$ cat src/rtl/core/cbe_pkg.sv
// ----------------------------------------------------------------------------
// cbe_pkg
// Shared types and constants for the cubic Bezier evaluator: default
// parameters, register indexes, op codes, sequencer steps, control bundle.
// ----------------------------------------------------------------------------
package cbe_pkg;

   localparam int COORD_BITS_DEF = 21;
   localparam int FRAC_BITS_DEF  = 16;

   localparam int OUT_W   = 21;  // width of every coordinate port
   localparam int T_W     = 17;  // Q0.16 with one representable
   localparam int CFG_W   = 63;
   localparam int CSR_IDX_W = 3;
   localparam int STEPS_W = 16;

   localparam logic [T_W-1:0] STEP_SIZE_RESET = 17'd655;
   localparam logic [T_W-1:0] T_ONE           = 17'd65536;

   // register indexes
   localparam logic [CSR_IDX_W-1:0] REG_POINT0 = 3'd0;
   localparam logic [CSR_IDX_W-1:0] REG_POINT1 = 3'd1;
   localparam logic [CSR_IDX_W-1:0] REG_POINT2 = 3'd2;
   localparam logic [CSR_IDX_W-1:0] REG_POINT3 = 3'd3;
   localparam logic [CSR_IDX_W-1:0] REG_STEP   = 3'd4;

   // op codes; 0 and 3 evaluate only
   localparam logic [1:0] OP_TRACK       = 2'd1;
   localparam logic [1:0] OP_CLEAR_TRACK = 2'd2;

   // sequencer steps (one multiplier issue per step)
   localparam int STEP_W = 5;
   localparam logic [STEP_W-1:0] SQ_T        = 5'd0;   // steps * step_size
   localparam logic [STEP_W-1:0] SQ_TT       = 5'd2;   // t * t
   localparam logic [STEP_W-1:0] SQ_UU       = 5'd3;   // u * u
   localparam logic [STEP_W-1:0] SQ_TU       = 5'd4;   // t^2 * u
   localparam logic [STEP_W-1:0] SQ_TTT      = 5'd5;   // t^2 * t
   localparam logic [STEP_W-1:0] SQ_UUU      = 5'd6;   // u^2 * u
   localparam logic [STEP_W-1:0] SQ_UUT      = 5'd7;   // u^2 * t
   localparam logic [STEP_W-1:0] SQ_MAC0     = 5'd8;   // first coord * weight
   localparam logic [STEP_W-1:0] SQ_MAC_LAST = 5'd19;
   localparam logic [STEP_W-1:0] SQ_LAST     = 5'd20;  // drains last product

   typedef enum logic [1:0] {
      ST_IDLE,
      ST_RUN,
      ST_FIN
   } seq_state_type;

   typedef struct packed {
      logic              start;
      logic              issue;
      logic [STEP_W-1:0] step;
      logic              wb_valid;
      logic [STEP_W-1:0] wb_tag;
      logic              load;
   } seq_ctl_type;

endpackage

$ cat src/rtl/core/cbe_seq.sv
// ----------------------------------------------------------------------------
// cbe_seq
// Step sequencer for the shared multiplier: request handshake, step
// counter, write-back tags and the result register handshake.
// ----------------------------------------------------------------------------
module cbe_seq (
   input  logic                clock,
   input  logic                reset,
   input  logic                req_valid,
   output logic                req_stall,
   output logic                rsp_valid,
   input  logic                rsp_stall,
   output cbe_pkg::seq_ctl_type ctl
);

   cbe_pkg::seq_state_type state_ff, state_in;
   logic [cbe_pkg::STEP_W-1:0] step_ff, step_in;
   logic [cbe_pkg::STEP_W-1:0] wb_tag_ff;
   logic                       wb_valid_ff;
   logic                       rsp_valid_ff, rsp_valid_in;
   logic                       out_free;

   assign out_free = !rsp_valid_ff || !rsp_stall;

   // next state
   always_comb begin
      state_in = state_ff;
      step_in  = step_ff;
      unique case (state_ff)
         cbe_pkg::ST_IDLE: begin
            step_in = cbe_pkg::SQ_T;
            if (req_valid) begin
               state_in = cbe_pkg::ST_RUN;
            end
         end
         cbe_pkg::ST_RUN: begin
            step_in = step_ff + cbe_pkg::STEP_W'(1);
            if (step_ff == cbe_pkg::SQ_LAST) begin
               state_in = cbe_pkg::ST_FIN;
            end
         end
         cbe_pkg::ST_FIN: begin
            if (out_free) begin
               state_in = cbe_pkg::ST_IDLE;
            end
         end
         default: begin
            state_in = cbe_pkg::ST_IDLE;
         end
      endcase
   end

   // outputs
   always_comb begin
      ctl.start    = 1'b0;
      ctl.issue    = 1'b0;
      ctl.load     = 1'b0;
      ctl.step     = step_ff;
      ctl.wb_valid = wb_valid_ff;
      ctl.wb_tag   = wb_tag_ff;
      req_stall    = 1'b1;
      unique case (state_ff)
         cbe_pkg::ST_IDLE: begin
            req_stall = 1'b0;
            ctl.start = req_valid;
         end
         cbe_pkg::ST_RUN: begin
            ctl.issue = 1'b1;
         end
         cbe_pkg::ST_FIN: begin
            ctl.load = out_free;
         end
         default: begin
            req_stall = 1'b1;
         end
      endcase
   end

   assign rsp_valid_in = ctl.load || (rsp_valid_ff && rsp_stall);
   assign rsp_valid    = rsp_valid_ff;

   always_ff @(posedge clock) begin
      if (reset) begin
         state_ff     <= cbe_pkg::ST_IDLE;
         step_ff      <= cbe_pkg::SQ_T;
         wb_valid_ff  <= 1'b0;
         wb_tag_ff    <= cbe_pkg::SQ_T;
         rsp_valid_ff <= 1'b0;
      end else begin
         state_ff     <= state_in;
         step_ff      <= step_in;
         wb_valid_ff  <= ctl.issue;
         wb_tag_ff    <= step_ff;
         rsp_valid_ff <= rsp_valid_in;
      end
   end

endmodule

$ cat src/rtl/core/cubic_bezier_eval_max_height.sv
// ----------------------------------------------------------------------------
// cubic_bezier_eval_max_height
// Cubic Bezier point evaluation from four configured control points, with
// tracking of the highest (greatest y) sample.
// ----------------------------------------------------------------------------
// One request is taken at a time; the next is accepted once the sequencer
// has loaded the result register and returned to idle, which waits while a
// held result is stalled. The sequence is set by the single signed multiplier:
// 19 products (t, four Bernstein weights from t^2 and (1-t)^2, then 12
// coordinate times weight terms accumulated axis by axis), a bubble while t is
// written back, a step to drain the last product, a step to update the peak
// and load the result register, and an idle state to take the next request.
// The result register lets a finished result wait while the next request is
// accepted. Configuration writes are always ready and must only be made while
// no request is in flight.
module cubic_bezier_eval_max_height #(
   parameter int COORD_BITS = cbe_pkg::COORD_BITS_DEF,
   parameter int FRAC_BITS  = cbe_pkg::FRAC_BITS_DEF
) (
   input  logic                              clock,
   input  logic                              reset,
   input  logic                              req_valid,
   output logic                              req_stall,
   input  logic [1:0]                        req_op,
   input  logic [cbe_pkg::STEPS_W-1:0]       req_steps,
   output logic                              rsp_valid,
   input  logic                              rsp_stall,
   output logic signed [cbe_pkg::OUT_W-1:0]  rsp_pos_x,
   output logic signed [cbe_pkg::OUT_W-1:0]  rsp_pos_y,
   output logic signed [cbe_pkg::OUT_W-1:0]  rsp_pos_z,
   output logic signed [cbe_pkg::OUT_W-1:0]  rsp_peak_x,
   output logic signed [cbe_pkg::OUT_W-1:0]  rsp_peak_y,
   output logic signed [cbe_pkg::OUT_W-1:0]  rsp_peak_z,
   output logic [cbe_pkg::T_W-1:0]           rsp_peak_t,
   output logic                              rsp_new_peak,
   input  logic                              csr_valid,
   output logic                              csr_ready,
   input  logic [cbe_pkg::CSR_IDX_W-1:0]     csr_index,
   input  logic [cbe_pkg::CFG_W-1:0]         csr_wdata
);

   localparam int PT_W  = 3 * COORD_BITS;
   localparam int FW    = FRAC_BITS + 1;        // t, u, t^2, u^2
   localparam int WW    = FRAC_BITS + 3;        // weights, up to three
   localparam int OPW_A = (COORD_BITS > 18) ? COORD_BITS : 18;
   localparam int OPW   = (OPW_A > FRAC_BITS + 4) ? OPW_A : FRAC_BITS + 4;
   localparam int PW    = 2 * OPW;
   localparam int ACC_W = PW + 1;
   localparam int TSH_L = (FRAC_BITS >= 16) ? FRAC_BITS - 16 : 0;
   localparam int TSH_R = (FRAC_BITS < 16) ? 16 - FRAC_BITS : 0;
   localparam int TX_W  = FRAC_BITS + 18;

   localparam logic [PW-1:0] P_HALF = PW'(1) << (FRAC_BITS - 1);
   localparam logic [FW-1:0] F_ONE  = FW'(1) << FRAC_BITS;
   localparam logic signed [ACC_W-1:0] ACC_HALF = ACC_W'(1) << (FRAC_BITS - 1);
   localparam logic signed [ACC_W-1:0] ACC_CMAX = ACC_W'((1 << (COORD_BITS - 1)) - 1);
   localparam logic signed [ACC_W-1:0] ACC_CMIN = ACC_W'(-(1 << (COORD_BITS - 1)));
   localparam logic signed [COORD_BITS-1:0] C_MIN = ACC_CMIN[COORD_BITS-1:0];
   localparam logic [1:0] LAST_TERM = 2'd3;

   cbe_pkg::seq_ctl_type ctl;

   cbe_seq u_seq (
      .clock     (clock),
      .reset     (reset),
      .req_valid (req_valid),
      .req_stall (req_stall),
      .rsp_valid (rsp_valid),
      .rsp_stall (rsp_stall),
      .ctl       (ctl)
   );

   // configuration
   logic [PT_W-1:0]           pt_ff [4];
   logic [cbe_pkg::T_W-1:0]   step_size_ff;

   assign csr_ready = 1'b1;

   always_ff @(posedge clock) begin
      if (reset) begin
         for (int i = 0; i < 4; i++) begin
            pt_ff[i] <= '0;
         end
         step_size_ff <= cbe_pkg::STEP_SIZE_RESET;
      end else if (csr_valid) begin
         unique case (csr_index)
            cbe_pkg::REG_POINT0: pt_ff[0] <= csr_wdata[PT_W-1:0];
            cbe_pkg::REG_POINT1: pt_ff[1] <= csr_wdata[PT_W-1:0];
            cbe_pkg::REG_POINT2: pt_ff[2] <= csr_wdata[PT_W-1:0];
            cbe_pkg::REG_POINT3: pt_ff[3] <= csr_wdata[PT_W-1:0];
            cbe_pkg::REG_STEP:   step_size_ff <= csr_wdata[cbe_pkg::T_W-1:0];
            default: begin
            end
         endcase
      end
   end

   // request capture
   logic [1:0]                   op_ff;
   logic [cbe_pkg::STEPS_W-1:0]  steps_ff;

   // datapath registers
   logic [cbe_pkg::T_W-1:0]      t16_ff, t16_in;
   logic [FW-1:0]                tf_ff, tf_in, u_ff, u_in;
   logic [FW-1:0]                t2_ff, t2_in, u2_ff, u2_in;
   logic [WW-1:0]                w_ff [4];
   logic [WW-1:0]                w_in [4];
   logic signed [PW-1:0]         prod_ff, prod_in;
   logic signed [ACC_W-1:0]      acc_ff, acc_in;
   logic signed [COORD_BITS-1:0] pos_ff [3];
   logic signed [COORD_BITS-1:0] pos_in [3];

   // operand select for the shared multiplier
   logic signed [OPW-1:0]        opa, opb;
   logic signed [COORD_BITS-1:0] crd;
   logic [cbe_pkg::STEP_W-1:0]   midx;
   logic [1:0]                   maxis, mterm;
   logic                         is_mac;

   assign is_mac = (ctl.step >= cbe_pkg::SQ_MAC0) && (ctl.step <= cbe_pkg::SQ_MAC_LAST);
   assign midx   = ctl.step - cbe_pkg::SQ_MAC0;
   assign maxis  = midx[3:2];
   assign mterm  = midx[1:0];
   assign crd    = pt_ff[mterm][32'(maxis) * COORD_BITS +: COORD_BITS];

   always_comb begin
      opa = '0;
      opb = '0;
      if (ctl.issue) begin
         if (is_mac) begin
            opa = OPW'(crd);
            opb = OPW'(w_ff[mterm]);
         end else begin
            case (ctl.step)
               cbe_pkg::SQ_T: begin
                  opa = OPW'(steps_ff);
                  opb = OPW'(step_size_ff);
               end
               cbe_pkg::SQ_TT: begin
                  opa = OPW'(tf_ff);
                  opb = OPW'(tf_ff);
               end
               cbe_pkg::SQ_UU: begin
                  opa = OPW'(u_ff);
                  opb = OPW'(u_ff);
               end
               cbe_pkg::SQ_TU: begin
                  opa = OPW'(t2_ff);
                  opb = OPW'(u_ff);
               end
               cbe_pkg::SQ_TTT: begin
                  opa = OPW'(t2_ff);
                  opb = OPW'(tf_ff);
               end
               cbe_pkg::SQ_UUU: begin
                  opa = OPW'(u2_ff);
                  opb = OPW'(u_ff);
               end
               cbe_pkg::SQ_UUT: begin
                  opa = OPW'(u2_ff);
                  opb = OPW'(tf_ff);
               end
               default: begin
                  opa = '0;
                  opb = '0;
               end
            endcase
         end
      end
   end

   assign prod_in = opa * opb;

   // write-back of the previous cycle's product
   logic [PW-1:0]              rnd_full;
   logic [FW-1:0]              rnd_v;
   logic [WW-1:0]              rnd_w, rnd_w3;
   logic [TX_W-1:0]            t_ext;
   logic signed [ACC_W-1:0]    acc_sum, acc_sh;
   logic [cbe_pkg::STEP_W-1:0] widx;
   logic [1:0]                 waxis, wterm;
   logic                       wb_mac;

   assign rnd_full = prod_ff + P_HALF;
   assign rnd_v    = rnd_full[FRAC_BITS +: FW];
   assign rnd_w    = WW'(rnd_v);
   assign rnd_w3   = rnd_w + (rnd_w << 1);
   assign t_ext    = (TX_W'(t16_in) << TSH_L) >> TSH_R;
   assign acc_sum  = acc_ff + ACC_W'(prod_ff);
   assign acc_sh   = acc_sum >>> FRAC_BITS;
   assign wb_mac   = (ctl.wb_tag >= cbe_pkg::SQ_MAC0) && (ctl.wb_tag <= cbe_pkg::SQ_MAC_LAST);
   assign widx     = ctl.wb_tag - cbe_pkg::SQ_MAC0;
   assign waxis    = widx[3:2];
   assign wterm    = widx[1:0];

   always_comb begin
      t16_in = t16_ff;
      tf_in  = tf_ff;
      u_in   = u_ff;
      t2_in  = t2_ff;
      u2_in  = u2_ff;
      acc_in = acc_ff;
      for (int i = 0; i < 4; i++) begin
         w_in[i] = w_ff[i];
      end
      for (int i = 0; i < 3; i++) begin
         pos_in[i] = pos_ff[i];
      end
      if (prod_ff[PW-1:6] > (PW-6)'(cbe_pkg::T_ONE)) begin
         t16_in = cbe_pkg::T_ONE;
      end else begin
         t16_in = prod_ff[6 +: cbe_pkg::T_W];
      end
      if (ctl.wb_tag != cbe_pkg::SQ_T || !ctl.wb_valid) begin
         t16_in = t16_ff;
      end
      if (ctl.start) begin
         acc_in = ACC_HALF;
      end else if (ctl.wb_valid) begin
         if (wb_mac) begin
            if (wterm == LAST_TERM) begin
               acc_in = ACC_HALF;
               if (acc_sh > ACC_CMAX) begin
                  pos_in[waxis] = ACC_CMAX[COORD_BITS-1:0];
               end else if (acc_sh < ACC_CMIN) begin
                  pos_in[waxis] = C_MIN;
               end else begin
                  pos_in[waxis] = acc_sh[COORD_BITS-1:0];
               end
            end else begin
               acc_in = acc_sum;
            end
         end else begin
            case (ctl.wb_tag)
               cbe_pkg::SQ_T: begin
                  tf_in = t_ext[FW-1:0];
                  u_in  = F_ONE - t_ext[FW-1:0];
               end
               cbe_pkg::SQ_TT:  t2_in   = rnd_v;
               cbe_pkg::SQ_UU:  u2_in   = rnd_v;
               cbe_pkg::SQ_TU:  w_in[2] = rnd_w3;
               cbe_pkg::SQ_TTT: w_in[3] = rnd_w;
               cbe_pkg::SQ_UUU: w_in[0] = rnd_w;
               cbe_pkg::SQ_UUT: w_in[1] = rnd_w3;
               default: begin
               end
            endcase
         end
      end
   end

   always_ff @(posedge clock) begin
      if (ctl.start) begin
         op_ff    <= req_op;
         steps_ff <= req_steps;
      end
      prod_ff <= prod_in;
      t16_ff  <= t16_in;
      tf_ff   <= tf_in;
      u_ff    <= u_in;
      t2_ff   <= t2_in;
      u2_ff   <= u2_in;
      acc_ff  <= acc_in;
      for (int i = 0; i < 4; i++) begin
         w_ff[i] <= w_in[i];
      end
      for (int i = 0; i < 3; i++) begin
         pos_ff[i] <= pos_in[i];
      end
   end

   // peak tracking, committed when the result is loaded
   logic signed [COORD_BITS-1:0] best_x_ff, best_y_ff, best_z_ff;
   logic signed [COORD_BITS-1:0] best_x_in, best_y_in, best_z_in;
   logic signed [COORD_BITS-1:0] base_x, base_y, base_z;
   logic [cbe_pkg::T_W-1:0]      best_t_ff, best_t_in, base_t;
   logic                         track, clear, fresh;

   assign clear = (op_ff == cbe_pkg::OP_CLEAR_TRACK);
   assign track = (op_ff == cbe_pkg::OP_TRACK) || clear;

   always_comb begin
      base_x = clear ? '0 : best_x_ff;
      base_y = clear ? C_MIN : best_y_ff;
      base_z = clear ? '0 : best_z_ff;
      base_t = clear ? '0 : best_t_ff;
      fresh  = track && (pos_ff[1] > base_y);
      best_x_in = fresh ? pos_ff[0] : base_x;
      best_y_in = fresh ? pos_ff[1] : base_y;
      best_z_in = fresh ? pos_ff[2] : base_z;
      best_t_in = fresh ? t16_ff : base_t;
      if (!track) begin
         best_x_in = best_x_ff;
         best_y_in = best_y_ff;
         best_z_in = best_z_ff;
         best_t_in = best_t_ff;
      end
   end

   always_ff @(posedge clock) begin
      if (reset) begin
         best_x_ff <= '0;
         best_y_ff <= C_MIN;
         best_z_ff <= '0;
         best_t_ff <= '0;
      end else if (ctl.load) begin
         best_x_ff <= best_x_in;
         best_y_ff <= best_y_in;
         best_z_ff <= best_z_in;
         best_t_ff <= best_t_in;
      end
   end

   always_ff @(posedge clock) begin
      if (ctl.load) begin
         rsp_pos_x    <= (cbe_pkg::OUT_W)'(pos_ff[0]);
         rsp_pos_y    <= (cbe_pkg::OUT_W)'(pos_ff[1]);
         rsp_pos_z    <= (cbe_pkg::OUT_W)'(pos_ff[2]);
         rsp_peak_x   <= (cbe_pkg::OUT_W)'(best_x_in);
         rsp_peak_y   <= (cbe_pkg::OUT_W)'(best_y_in);
         rsp_peak_z   <= (cbe_pkg::OUT_W)'(best_z_in);
         rsp_peak_t   <= best_t_in;
         rsp_new_peak <= fresh;
      end
   end

endmodule

$ cat config.mk
export PLATFORM = sky130hd
export DESIGN_NAME = cubic_bezier_eval_max_height
export DESIGN_NICKNAME = d
export VERILOG_FILES = /design/src/rtl/core/cbe_pkg.sv /design/src/rtl/core/cbe_seq.sv /design/src/rtl/core/cubic_bezier_eval_max_height.sv
export SDC_FILE = /design/constraint.sdc
export NUM_CORES = 2
export LEC_CHECK = 0
export ABC_AREA = 1
export BUFFER_PORTS_ARGS = -buffer_cell sky130_fd_sc_hd__clkbuf_2
export CAP_MARGIN = 20
export CORE_ASPECT_RATIO = 1.75
export CORE_UTILIZATION = 60
export DETAILED_ROUTE_END_ITERATION = 6
export PLACE_DENSITY = 0.81
export SYNTH_ARGS = -nofsm -noshare
export SYNTH_HDL_FRONTEND = slang
export SYNTH_SLANG_ARGS = --single-unit
$ cat constraint.sdc
create_clock -name clock -period 10 [get_ports clock]
set_input_delay 1 -clock clock [delete_from_list [all_inputs] [get_ports clock]]
set_output_delay 1 -clock clock [all_outputs]
set_load 0.02 [all_outputs]
Word-level counts from Yosys, hierarchy flattened
Memory sizes are Yosys's and may differ from the RTL's.
Index checks and enable logic that the tools add are counted.
- register bits after elaboration: 442
- memory bits (writable): 391
- bits of input ports: 89
- output and inout port bits: 147
- word-level logic and storage cells: 216
- memories kept: 3
- memory list (memory ; words ; bits a word ; rd ports ; clocked after memory_dff ; write ports ; RTL line ; RTL):
    pt_ff ; 4 ; 63 ; 1 ; 0 ; 4 ; cubic_bezier_eval_max_height.sv:74 ; logic [PT_W-1:0] pt_ff [4];
    w_ff ; 4 ; 19 ; 1 ; 0 ; 1 ; cubic_bezier_eval_max_height.sv:106 ; logic [WW-1:0] w_ff [4];
    pos_ff ; 3 ; 21 ; 3 ; 0 ; 3 ; cubic_bezier_eval_max_height.sv:110 ; logic signed [COORD_BITS-1:0] pos_ff [3];
- add/sub/neg operators: 7
- multiply operators: 2
- $lt $le $gt $ge: 10
- equal/unequal tests: 41
- shift-type cells: 1
- mux-type cells: 77
- bitwise operators: 13
- reduce and logical (&&, ||, !) cells: 35
- operators with widths (kind ; count):
    $mux W63 ; 10
    $mux W21 ; 12
    $mux W76 ; 3
    $mux W19 ; 9
    $mux W17 ; 5
    $pmux W17 S5 ; 1
    $bwmux W63 ; 1
    $shiftx A63 B8 Y21 ; 1
    $and A60 B60 Y60 ; 1
    $not A60 Y60 ; 1
    $or A60 B60 Y60 ; 1
    $reduce_or A19 Y1 ; 3
    $pmux W17 S3 ; 1
    $add A43 B41 Y43 ; 1
    $mux W43 ; 1
    $demux W21 S2 ; 1
    $mul A21 B20 Y41 ; 1
    $eq A5 B3 Y1 const B ; 8
    $gt A36 B17 Y1 const B ; 1
    $add A33 B16 Y33 const B ; 1
    $reduce_and A4 Y1 ; 7
    $gt A27 B21 Y1 const B ; 1
    $lt A27 B21 Y1 const B ; 1
    $mux W1 ; 25
    other kinds (43) ; 89

Depth between registers and ports, before layout
- depth in word-level cells: 14
- depth in mapped cells: 46
- depth with buffers taken out: 39

Modules after synthesis
From an unflattened synthesis, not the netlist that was laid out.
- cell total of the unflattened synthesis: 6270
- area, all modules: 54979.0 um^2
- by module, submodules not included (module ; instances ; cells each ; area each (um^2) ; sequential area each (um^2)):
    cubic_bezier_eval_max_height ; 1 ; 6203 ; 54407.2 ; 22461.5
    cbe_seq ; 1 ; 67 ; 571.8 ; 280.3

Least setup slack after synthesis
No wires, ideal clock.
- path type: register -> register
- from: register u_seq.step_ff[0] in the netlist's numbering
- to: register prod_ff[38]
- setup time: 0.120 ns
- data arrival time: 8.157 ns
- required time: 9.880 ns
- setup slack: 1.723 ns
- stages on the path, launching flop included: 41
- buffers on the path: 7
- period minus slack after synthesis: 8.277 ns
- cell sequence: dfxtp_1 > buf_2 > inv_1 > buf_4 > buf_4 > buf_2 > buf_2 > ha_1 > inv_1 > nor2_1 > nand2_1 > inv_1 > a31oi_1 > o21ai_2 > buf_2 > nand2_1 > nand2_1 > a21oi_1 > [... 5 more ...] > fa_1 > inv_1 > fa_1 > fa_1 > fa_1 > inv_1 > fa_1 > inv_1 > ha_1 > a21oi_1 > inv_1 > a21oi_1 > inv_1 > a221oi_1 > nand3_1 > nand2_1 > nand2_1 > xor2_1
- longest elaborated chain between the ends: 6
- elaborated cells between the ends (all ways): 26
- those cells by class: 1 x add/sub; 2 x mul; 2 x order compare; 6 x eq/ne; 1 x shift; 6 x mux; 6 x reduce/logical; 2 x memory
- RTL lines (item ; RTL line ; RTL):
    start: declaration ; cbe_seq.sv:17 ; logic [cbe_pkg::STEP_W-1:0] step_ff, step_in;
    start signal: assignment ; cbe_seq.sv:85 ; step_ff <= cbe_pkg::SQ_T;
    start signal: assignment ; cbe_seq.sv:91 ; step_ff <= step_in;
    $sub A4 B4 Y4, or another cell as far along ; cubic_bezier_eval_max_height.sv:121 ; assign midx = ctl.step - cbe_pkg::SQ_MAC0;
    $mul A2 B5 Y7, or another cell as far along ; cubic_bezier_eval_max_height.sv:124 ; assign crd = pt_ff[mterm][32'(maxis) * COORD_BITS +: COORD_BITS];
    $shiftx A63 B8 Y21, or another cell as far along ; cubic_bezier_eval_max_height.sv:124 ;
    $mux W21 / $mux W19 (equally long branches) ; cubic_bezier_eval_max_height.sv:130 ; if (is_mac) begin
    $mux W21 / $mux W19 (equally long branches) ; cubic_bezier_eval_max_height.sv:129 ; if (ctl.issue) begin
    $mul A21 B20 Y41 (*) ; cubic_bezier_eval_max_height.sv:172 ; assign prod_in = opa * opb;
    named net prod_in[38] ; cubic_bezier_eval_max_height.sv:108 ; logic signed [PW-1:0] prod_ff, prod_in;
    end signal: assignment ; cubic_bezier_eval_max_height.sv:257 ; prod_ff <= prod_in;
    end: declaration ; cubic_bezier_eval_max_height.sv:108 ;
Mark *: on every way through the listed nets, which the timed path passes. The rest lies on a longest branch.
A chain may end at the register's enable or synchronous reset.

Worst setup path in the final report
- from: register u_seq.step_ff[0] in the netlist's numbering
- to: register prod_ff[31]
The elaborated chain is that of the path after synthesis.

==> impl_results.md <==
* Synthesized area at 0.0560 sq mm
* First-iteration detailed-routing DRC count at roughly 5500
* Result of the run: finished clean
* Via count of the first global-routing pass at approximately 48000
* Initial core utilization at 0.608
* Xor-xnor portion of the synthesized cell area at 0.0167
* Cells after Synth at between 6000 and 7000
* Synthesized area per cell at about 8.6 sq um
* Area growth from synthesis to layout at 9.44%
* Number of max-slew violations in the final report at 0
* Maximum resistive drop on vdd at between 0.1 and 0.15 mV
* Actual slew at the worst max-slew pin at 1.23 ns
* Chip width at around 230 um
* Tmin final at 9.40 ns
* Type of element launching the critical path: register
* Number of nets in the synthesized netlist at around 7200
* Portion of netlist area occupied by mux cells at 0
* Total wirelength of the detailed-routed design at between 150 and 200 mm
* Largest net degree at the start of global routing at roughly 110
* Static Leak at about 29 nW
* Count of buffers added by post-CTS timing repair for setup at 0
* Average wire per standard cell at roughly 24 um
* Sequential cell area at between 0.02 and 0.025 sq mm
* TritonCTS Sinks at about 830
* Clock latency reported for the late side of the worst-skew pair at 0.70 ns
* Unrepaired setup endpoints after global routing: false
* Register area share after synthesis at 0.406
* Post-route worst hold slack at 0.472 ns
* Distinct cells, synth at 60
* Chip height at just over 400 um
* Library cell used as clock root buffer: sky130_fd_sc_hd__clkbuf_16
* Crit-path max FO at between 40 and 50
* Final hold vios at 0
* Cell depth of the worst hold path at 2
* Data required time of the critical path at ~11 ns
* Total routing usage reported by global routing at 0.414
* Maximum root-to-sink buffer count at 3
* Wire length of the first global-routing pass at 287 mm
* Fraction of layout instances using a drive strength above 1 at 0.0822
* Core area at approximately 0.092 sq mm
* Stage delay of the slowest cell on the critical path at 0.66 ns
* GRT Residual Overflow at 0
* DRC Markers at 0
* Clock buffers created by TritonCTS at between 70 and 80
* Number of antenna violations at the first check in global routing at 17
* Pre-CTS setup slack at between 0.6 and 0.7 ns
* Final estimated routing congestion in global placement at approximately 1.0
* Leading register cell type out of synthesis: sky130_fd_sc_hd__edfxtp_1
* Count of flip-flops with a built-in enable after synthesis at 616
* Combinational family with the most area after synthesis: simple AND/OR/NAND/NOR gates
* Die outline area at between 0.09 and 0.1 sq mm
* Most Frequent Cell on Critical Path: sky130_fd_sc_hd__fa_1
* Area share of fa/ha/maj cells after synthesis at 0.194
* Post-synthesis simple-gate area fraction at 0.195
* Endpoint class of the critical path: register
* CTS H-Tree Depth at 3
* Timing-limited maximum frequency at 106 MHz
* Number of rows in the core area at roughly 150
* CTS tree: built
* Async S/R FF share, synth at 0
* Post-route clock skew at roughly 0.05 ns
* Antenna violation net count after detailed routing at 0
* Final Cycle Share at 0.940
* Top-level port count at around 240
* Hold/Removal Path Class: register to register
* Number of storage elements in the synthesis netlist at between 800 and 900
* Total vias in the final route at about 48000
* Total of max-cap violations at 0
* Area fraction in compound gates after synthesis at 0.0925
* FILL cells at ~7500
* Final setup slack of the worst path at 0.603 ns
* Register clock-pin slew on the reported worst setup and hold paths at 0.07 ns
* Arrival time reported for the critical path endpoint at 9.99 ns
* Power Density at around 140 mW/mm^2
* Worst relative slew slack at 0.176
* Detailed-route vias per instance at 6.03
* Tot Pwr at 0.00873 W
* Final HPWL DP at roughly 140 mm
* Depth of the most critical reg-to-reg path at 29
* Crit path kind: register to register
* Fin Setup TNS at 0 ns
* Number of nets in the final layout at roughly 7400
* Multi-input gate area at approximately 0.028 sq mm
* Slowest cell on the critical path: sky130_fd_sc_hd__fa_1
* 1st-pass router iterations at 6
* Yosys Warn Count at 0
* Final Setup Violations at 0
* Count of input and output buffers at between 200 and 250
* Area after DPL at 0.0585 sq mm
* Final cell area excluding filler cells at around 0.06 sq mm
path summary, 6_finish.rpt:
kind                                  from                     end  slack, ns
min                 acc_ff[3]$_SDFFE_PP0P_  acc_ff[3]$_SDFFE_PP0P_       0.47
max          u_seq.step_ff[0]$_SDFFE_PP0P_     prod_ff[31]$_DFF_P_       0.60
max reg2reg  u_seq.step_ff[0]$_SDFFE_PP0P_     prod_ff[31]$_DFF_P_       0.60
min reg2reg         acc_ff[3]$_SDFFE_PP0P_  acc_ff[3]$_SDFFE_PP0P_       0.47
cell families after synthesis:
kind of cell | count (synthesis)
compound gates | 885
xor+xnor | 107
fa+ha+maj | 618
buf+inv | 1385
flops | 828
other cells | 1
simple gates | 2690
timing repair:
| item | 4_1_cts | 5_1_grt |
|---|---|---|
| endpoints found under the setup margin | 0 | 3 |
| hold endpoints to repair | 0 | 0 |
| hold buffers | 0 | 0 |
| gates resized for setup | 0 | 1 |
state kept, by name (all words and copies together), names as in the netlist, 21 cells and up:
signal      flops
pos_ff         63
rsp_peak_y     21
prod_ff        41
best_x_ff      21
w_ff           72
best_y_ff      21
rsp_peak_x     21
rsp_pos_z      21
pt_ff         252
best_z_ff      21
rsp_pos_x      21
rsp_peak_z     21
rsp_pos_y      21
acc_ff         43
layout make-up:
class | instances | area share
multi-input cells | 4301 | 0.456
flip-flops and latches | 828 | 0.371
inverters | 1092 | 0.0670
repair buffers | 366 | 0.0361
clock buffers | 88 | 0.0324
well taps | 1192 | 0.0243
clock inverters | 53 | 0.0121
diodes | 12 | 0.000490
cell usage after synthesis, types with 22 or more instances:
library cell,instances,area share
sky130_fd_sc_hd__inv_1,1064,0.071
sky130_fd_sc_hd__dfxtp_1,212,0.076
sky130_fd_sc_hd__nor3_1,22,0.0020
sky130_fd_sc_hd__o21ai_0,266,0.024
sky130_fd_sc_hd__buf_2,88,0.0079
sky130_fd_sc_hd__nand2_1,1513,0.10
sky130_fd_sc_hd__nand3_1,341,0.030
sky130_fd_sc_hd__edfxtp_1,616,0.33
sky130_fd_sc_hd__o221ai_1,35,0.0055
sky130_fd_sc_hd__nand4_1,81,0.0090
sky130_fd_sc_hd__a221oi_1,28,0.0044
sky130_fd_sc_hd__o211ai_1,56,0.0075
sky130_fd_sc_hd__a21oi_1,364,0.033
sky130_fd_sc_hd__nor2_1,690,0.046
sky130_fd_sc_hd__fa_1,418,0.15
sky130_fd_sc_hd__xor2_1,77,0.012
sky130_fd_sc_hd__clkbuf_1,180,0.012
sky130_fd_sc_hd__ha_1,200,0.045
sky130_fd_sc_hd__xnor2_1,30,0.0047
cells in the final DEF (no fill, tap or decap), types with 28 or more instances in the layout:
cell	count
sky130_fd_sc_hd__a221oi_1	28
sky130_fd_sc_hd__dfxtp_1	210
sky130_fd_sc_hd__ha_1	199
sky130_fd_sc_hd__clkbuf_2	233
sky130_fd_sc_hd__nand3_1	339
sky130_fd_sc_hd__o211ai_1	56
sky130_fd_sc_hd__clkbuf_16	77
sky130_fd_sc_hd__fa_1	418
sky130_fd_sc_hd__o21ai_0	266
sky130_fd_sc_hd__inv_1	1061
sky130_fd_sc_hd__nor2_1	688
sky130_fd_sc_hd__a21oi_1	363
sky130_fd_sc_hd__o221ai_1	35
sky130_fd_sc_hd__nand2_1	1508
sky130_fd_sc_hd__xnor2_1	30
sky130_fd_sc_hd__buf_4	127
sky130_fd_sc_hd__edfxtp_1	616
sky130_fd_sc_hd__xor2_1	77
sky130_fd_sc_hd__nand4_1	81
power by group:
part / switching (W) / internal (W)
combinational: 0.00107 / 0.000423
sequential: 0.000119 / 0.00392
clock: 0.00144 / 0.00176
worst max-delay path: cells and delay by family (launching register included):
kind | cells | cell delay, ns
fa+ha+maj | 8 | 4.11
compound gates | 8 | 2.29
buf+inv | 8 | 1.53
simple gates | 4 | 0.78
flops | 1 | 0.39
xor+xnor | 1 | 0.14
metal layers:
layer / vias up / global-route usage / share of wire
met2: 2976 / 0.695 / 0.48
met3: 951 / 0.0823 / 0.086
met4: 16 / 0.406 / 0.12
met1: 22619 / 0.425 / 0.31
met5: - / 0 / 0.00044
li1: 21231 / - / -
through the flow:
step	cells	util
2_1_floorplan	6514	-
6_report	7932	0.665
3_5_place_dp	7777	0.635
5_1_grt	7925	0.665
3_3_place_gp	7775	0.635
4_1_cts	7918	0.665
Power figures use the tool's default switching activity.
